==> src/hw/rtl/met_pkg.sv <==
`timescale 1ns / 1ps

package met_pkg;

   // Default geometry of the unit.
   localparam int COORD_BITS_DEF = 12;
   localparam int FRAC_BITS_DEF  = 28;
   localparam int COUNT_BITS_DEF = 16;

   // Register file layout.
   localparam int LIMIT_W    = 16;
   localparam int EDGE_W     = 32;
   localparam int STEP_W     = 28;
   localparam int CSR_DATA_W = 32;
   localparam int CSR_ADDR_W = 2;

   // The point c is first formed with this many fraction bits.
   localparam int WIDE_FRAC = 29;

   // Reset values of the registers.
   localparam logic [LIMIT_W-1:0] LIMIT_RST = 16'd1000;
   localparam logic [EDGE_W-1:0]  LEFT_RST  = 32'hE000_0000;
   localparam logic [EDGE_W-1:0]  TOP_RST   = 32'h1400_0000;
   localparam logic [STEP_W-1:0]  STEP_RST  = 28'h005_0000;

   // Register indexes on the configuration port.
   typedef enum logic [CSR_ADDR_W-1:0] {
      CSR_LIMIT = 2'd0,
      CSR_LEFT  = 2'd1,
      CSR_TOP   = 2'd2,
      CSR_STEP  = 2'd3
   } csr_index_type;

   // Commands from the controller to the datapath.
   typedef struct packed {
      logic load;     // capture the pixel coordinates
      logic c_mul;    // coordinate times pixel step
      logic c_sum;    // form c, clear the iteration registers
      logic z_sum;    // new z from the registered products
      logic z_mul;    // square and cross products of the new z
      logic publish;  // load the output register
   } dp_cmd_type;

   // Status from the datapath to the controller.
   typedef struct packed {
      logic escaped;  // the last computed z lies outside radius two
   } dp_status_type;

endpackage

==> src/hw/rtl/met_controller.sv <==
`timescale 1ns / 1ps

module met_controller
   import met_pkg::*;
#(
   parameter int COUNT_BITS = COUNT_BITS_DEF
) (
   input  logic                  clock,
   input  logic                  reset,
   input  logic                  req_tvalid,
   output logic                  req_tready,
   output logic                  rsp_tvalid,
   input  logic                  rsp_tready,
   input  logic [COUNT_BITS-1:0] limit,
   input  dp_status_type         status,
   output dp_cmd_type            cmd,
   output logic [COUNT_BITS-1:0] final_count,
   output logic                  final_in_set
);

   typedef enum logic [5:0] {
      ST_IDLE   = 6'b000001,
      ST_CMUL   = 6'b000010,
      ST_CSUM   = 6'b000100,
      ST_SUM    = 6'b001000,
      ST_MUL    = 6'b010000,
      ST_FINISH = 6'b100000
   } state_type;

   state_type             state_ff, state_in;
   logic [COUNT_BITS-1:0] iter_ff, iter_in;
   logic [COUNT_BITS-1:0] count_ff, count_in;
   logic                  in_set_ff, in_set_in;
   logic                  valid_ff, valid_in;
   logic                  out_free;

   // The output register can take a result when empty or being emptied.
   assign out_free = !valid_ff || rsp_tready;

   // Next state and commands.
   always_comb begin
      state_in  = state_ff;
      iter_in   = iter_ff;
      count_in  = count_ff;
      in_set_in = in_set_ff;
      valid_in  = valid_ff && !rsp_tready;
      cmd       = '0;
      unique case (state_ff)
         ST_IDLE: begin
            if (req_tvalid) begin
               cmd.load = 1'b1;
               state_in = ST_CMUL;
            end
         end
         ST_CMUL: begin
            cmd.c_mul = 1'b1;
            state_in  = ST_CSUM;
         end
         ST_CSUM: begin
            cmd.c_sum = 1'b1;
            iter_in   = '0;
            state_in  = ST_SUM;
         end
         ST_SUM: begin
            // Escape of the previous iteration wins over the limit.
            if (status.escaped) begin
               count_in  = iter_ff - COUNT_BITS'(1);
               in_set_in = 1'b0;
               state_in  = ST_FINISH;
            end else if (iter_ff == limit) begin
               count_in  = iter_ff;
               in_set_in = 1'b1;
               state_in  = ST_FINISH;
            end else begin
               cmd.z_sum = 1'b1;
               iter_in   = iter_ff + COUNT_BITS'(1);
               state_in  = ST_MUL;
            end
         end
         ST_MUL: begin
            cmd.z_mul = 1'b1;
            state_in  = ST_SUM;
         end
         ST_FINISH: begin
            if (out_free) begin
               cmd.publish = 1'b1;
               valid_in    = 1'b1;
               state_in    = ST_IDLE;
            end
         end
         default: begin
            state_in = ST_IDLE;
         end
      endcase
   end

   // Control registers.
   always_ff @(posedge clock) begin
      if (reset) begin
         state_ff <= ST_IDLE;
         valid_ff <= 1'b0;
      end else begin
         state_ff <= state_in;
         valid_ff <= valid_in;
      end
   end

   always_ff @(posedge clock) begin
      iter_ff   <= iter_in;
      count_ff  <= count_in;
      in_set_ff <= in_set_in;
   end

   assign req_tready   = (state_ff == ST_IDLE);
   assign rsp_tvalid   = valid_ff;
   assign final_count  = count_ff;
   assign final_in_set = in_set_ff;

endmodule

==> config.mk <==
export PLATFORM = sky130hd
export DESIGN_NAME = met_controller
export DESIGN_NICKNAME = d
export VERILOG_FILES = /design/src/hw/rtl/met_pkg.sv /design/src/hw/rtl/met_controller.sv
export SDC_FILE = /design/constraint.sdc
export NUM_CORES = 1
export LEC_CHECK = 0
export ABC_AREA = 1
export BUFFER_PORTS_ARGS = -buffer_cell sky130_fd_sc_hd__buf_2
export CAP_MARGIN = 20
export CORE_UTILIZATION = 45
export CTS_CLUSTER_SIZE = 28
export DETAILED_ROUTE_END_ITERATION = 8
export GPL_TIMING_DRIVEN = 0
export PLACE_DENSITY = 0.67
export SYNTH_ARGS = -nofsm -noshare
export SYNTH_HDL_FRONTEND = slang
export SYNTH_SLANG_ARGS = --single-unit
==> constraint.sdc <==
create_clock -name clock -period 4.1 [get_ports clock]
set_input_delay 0.82 -clock clock [delete_from_list [all_inputs] [get_ports clock]]
set_output_delay 0.82 -clock clock [all_outputs]
set_load 0.05 [all_outputs]
# Yosys cells after proc, flatten, opt, wreduce, memory -nomap -nowiden
# Index checks and enable logic that the tools add are counted.
# classes
addsub,2
muxes,23
eq_ne,11
reduce_logical,10
# op_table
operator,count
16-bit two-way mux,4
16-bit case mux with 2 select lines,1
6-bit case mux with 5 select lines,1
6-bit two-way mux,4
16-bit by 1-bit adder with 16-bit output (second input constant),1
16-bit == test,1
16-bit by 1-bit subtractor with 16-bit output (second input constant),1
1-bit two-way mux,13
2-bit != test (second input constant),4
6-bit by 1-bit == test with 1-bit output (second input constant),1
6-bit by 2-bit == test with 1-bit output (second input constant),1
6-bit by 3-bit == test with 1-bit output (second input constant),1
6-bit by 4-bit == test with 1-bit output (second input constant),1
6-bit by 5-bit == test with 1-bit output (second input constant),1
6-bit == test (second input constant),1
2-bit AND reduction,2
2-bit nonzero test,2
3-bit AND reduction,1
1-bit logical NOT,2
2-bit OR reduction,1
1-bit logical AND,1
1-bit logical OR,1
# word_totals
out_inout_bits,25
regBits,40
input_bits,21

# Depth between registers and ports, before layout
# logic_depth
word_depth,4
ltp_mapped,11

# Worst setup path before layout
# No wires, ideal clock.
# synth_path
kind,input to output
startpoint,in rsp_tready
endpoint,out cmd[0] in the netlist's numbering
slack_ns,1.645
t_arrival_ns,1.635
cell_stages,2
required_ns,3.280
path_buffers,0
path_cell_list,inv_1 -> a21oi_1
# synth_lines
element,line,source
"start, declared",met_controller.sv:13,"input logic rsp_tready,"
"end, declared",met_controller.sv:16,"output dp_cmd_type cmd,"

==> results_dict.tcl <==
set metrics [dict create \
    wl_met1_um 2100 \
    wire_per_inst_um 10.7 \
    hold_path_class "reg2reg" \
    drc 0 \
    power.density_mw_per_mm2 287 \
    wl_met2_um 2040 \
    grt_pass1_wl_um 7120 \
    cp_data_required_time_ns 3.28 \
    place_ws_ns 1.48 \
    wl_met3_um 183 \
    final_cell_area_sq_mm 0.00274 \
    dr_total_vias 1903 \
    cts_resized 0 \
    yosys.cell_types.count 27 \
    vias_per_cell 4.63 \
    fin_ws_ns 1.45 \
    ioPinCount 46 \
    synth_top_family_by_area "simple AND/OR/NAND/NOR gates" \
    ys_ff_latch 40 \
    grt.overflow.total 0 \
    grt_max_degree 18 \
    top_layer_used "met4" \
    clock_path_buffers 2 \
    syn_area_sq_mm 0.00235 \
    clock_sinks 40 \
    timing.setup.tns_ns 0 \
    grtUsageTotal_pct 17.5 \
    period_needed_ns 2.65 \
    hold_buffers 0 \
    core_area_sq_mm 0.00488 \
    postCtsSetupBuffers 0 \
    syn_inst 291 \
    hold_viol_final 0 \
    die-area_sq_mm 0.00551 \
    numCtsBuffers 5 \
    synth_adder_area_share_pct 1.07 \
    worst_slew_pin_slew_ns 0.715 \
    row_count 25 \
    vdd.ir_drop.worst_mv 0.196 \
    yosys.area_share.simple_pct 30.2 \
    fin_hold_ws_ns 0.524 \
    p_sw_share_pct 25.4 \
    crit_type "reg2out" \
    place_area_sq_mm 0.00266 \
    p_leak_uw 0.00134 \
    initial_core_util_pct 48.1 \
    diodes 0 \
    seqPwrFrac_pct 56.6 \
    synth_warnings 0 \
    max_freq_ghz 0.377 \
    slew_viol_final 0 \
    end_kind "output pin" \
    htreeDepth 2 \
    area_delta_synth_final_pct 16.6 \
    synth_nets 314 \
    p_comb_share_pct 11.2 \
    wl_um 4390 \
    place_hpwl_um 3450 \
    ff2ff_setup_slack_ns 1.95 \
    p_sw_uw 200 \
    worstSkewPairLatency_ns 0.30 \
    die_h_um 74.2 \
    die_w_um 74.2 \
    clk_pin_slew_ns 0.07 \
    min_period_over_period_pct 64.6 \
    p_int_uw 587 \
    first_iter_violations 92 \
    worstPathArrival_ns 1.83 \
    grt_pass1_vias 1635 \
    clock_power_share_pct 32.2 \
    synth_compound_area_share_pct 6.45 \
    start_kind "flip-flop" \
    tritoncts "done" \
    outcome "completed" \
    drv_cap 0 \
    final_layout_size_suffix_gt1_share_pct 21.5 \
    setup_viol 0 \
    critical_path.max_fanout 7 \
    gp_congestion 0.779 \
    synth_xor_area_share_pct 4.85 \
    ys_seq_area_share_pct 48.2 \
    rsz0062_at_grt "no" \
    io_buffers 45 \
    cts-root-buf "clkbuf_8" \
    slew_headroom_pct 52.2 \
    nets 366 \
    ant_nets 0 \
    fin_total_pwr_uw 787 \
    synth.mux.area_fraction_pct 0 \
    detail_route.first_pass.iterations 4 \
    antenna_found_initial 0 \
    syn_avg_cell_area_sq_um 8.07 \
    n_fill_cell 462 \
    fin_worst_skew_ns 0.00966 \
]
synthesized netlist by cell type, drive strengths merged:
cell type  instances  area, sq um
ha                 2         25.0
clkinv             1         3.75
xor2              13          114
inv               52          195
buf                3         20.0
nor2              45          201
dfxtp              7          140
nand4              7         56.3
o21ai             14         70.1
a21oi             12         60.1
edfxtp            33          991
nor3               9         55.1
o211a              1         10.0
nor4               2         27.5
o2111a             1         11.3
nand2             78          298
nand3             11         70.1
kinds of logic (layout without fill, tap and decap cells):
family                   Yosys count  in the layout
adder cells (fa/ha/maj)            2              2
XOR/XNOR                          13             13
AO/OA/AOI/OAI                     28             28
flip-flops                        40             40
buffers and inverters             56            109
AND/OR/NAND/NOR                  152            152
state kept, by name (all words and copies together), names as in the netlist:
| name | cells |
|---|---|
| final_count | 16 |
| final_in_set | 1 |
| iter_ff | 16 |
| rsp_tvalid | 1 |
| state_ff | 6 |
per-layer routing:
| layer | GRT usage (%) | vias to the layer above |
|---|---|---|
| met1 | 22.1 | 829 |
| met5 | 0 | - |
| met3 | 4.61 | 6 |
| li1 | - | 1033 |
| met2 | 28.5 | 35 |
| met4 | 6.92 | 0 |
power groups by stage:
stage | Clock [uW] | Combinational (uW) | Sequential [uW]
2_1_floorplan | 0 | 61.9 | 455
3_3_place_gp | 0 | 87.0 | 454
3_5_place_dp | 0 | 88.7 | 455
4_1_cts | 261 | 89.0 | 445
5_1_grt | 276 | 98.8 | 446
6_report | 253 | 88.3 | 445
final timing paths:
path               from     endpoint  cells after the start
max          iter_ff[8]       cmd[2]                     11
min reg2reg  rsp_tvalid   rsp_tvalid                      2
min          rsp_tvalid   rsp_tvalid                      2
max reg2reg  iter_ff[8]  iter_ff[14]                     10
cells in the final DEF (no fill, tap or decap):
master / count
inv_2: 3
o21ai_0: 13
dfxtp_1: 7
nand4_1: 5
clkinv_2: 1
buf_4: 2
nor2_4: 3
nand3_2: 3
nand2_1: 76
nand2_2: 2
edfxtp_1: 33
xor2_1: 13
clkinv_1: 1
o21ai_1: 1
nor3_2: 2
ha_1: 2
nand4_2: 2
inv_1: 49
clkbuf_8: 5
nor2_1: 38
nor3_1: 7
o211a_1: 1
a21oi_1: 12
clkbuf_1: 2
nor4_1: 1
nor4_4: 1
nand3_1: 8
nor2_2: 4
o2111a_1: 1
buf_2: 46
through the flow:
| step | utilization (%) | std cells |
|---|---|---|
| 4_1_cts | 56.1 | 411 |
| 5_1_grt | 56.1 | 411 |
| 3_5_place_dp | 54.5 | 403 |
| 3_3_place_gp | 54.5 | 403 |
| 6_report | 56.1 | 411 |
| 2_1_floorplan | - | 291 |
final cells by class:
type / instances / area, sq um / area share, %
clock buffer: 7 / 76.3 / 2.79
tap: 67 / 83.8 / 3.06
timing repair buffer: 45 / 225 / 8.22
clock inverter: 1 / 5.00 / 0.183
buffer: 3 / 20.0 / 0.731
sequential: 40 / 1130 / 41.3
multi-input combinational: 195 / 998 / 36.5
inverter: 53 / 199 / 7.26
worst max-delay path, cell delays in order, from the launching register on:
cell	delay (ns)
edfxtp_1	0.35
buf_2	0.17
inv_1	0.18
nand2_1	0.07
nand2_1	0.06
nor2_1	0.03
nand2_1	0.07
nor2_1	0.05
nand2_1	0.08
nand3_1	0.13
inv_1	0.08
buf_2	0.25
Note: power is estimated with default switching activity, not from simulation.
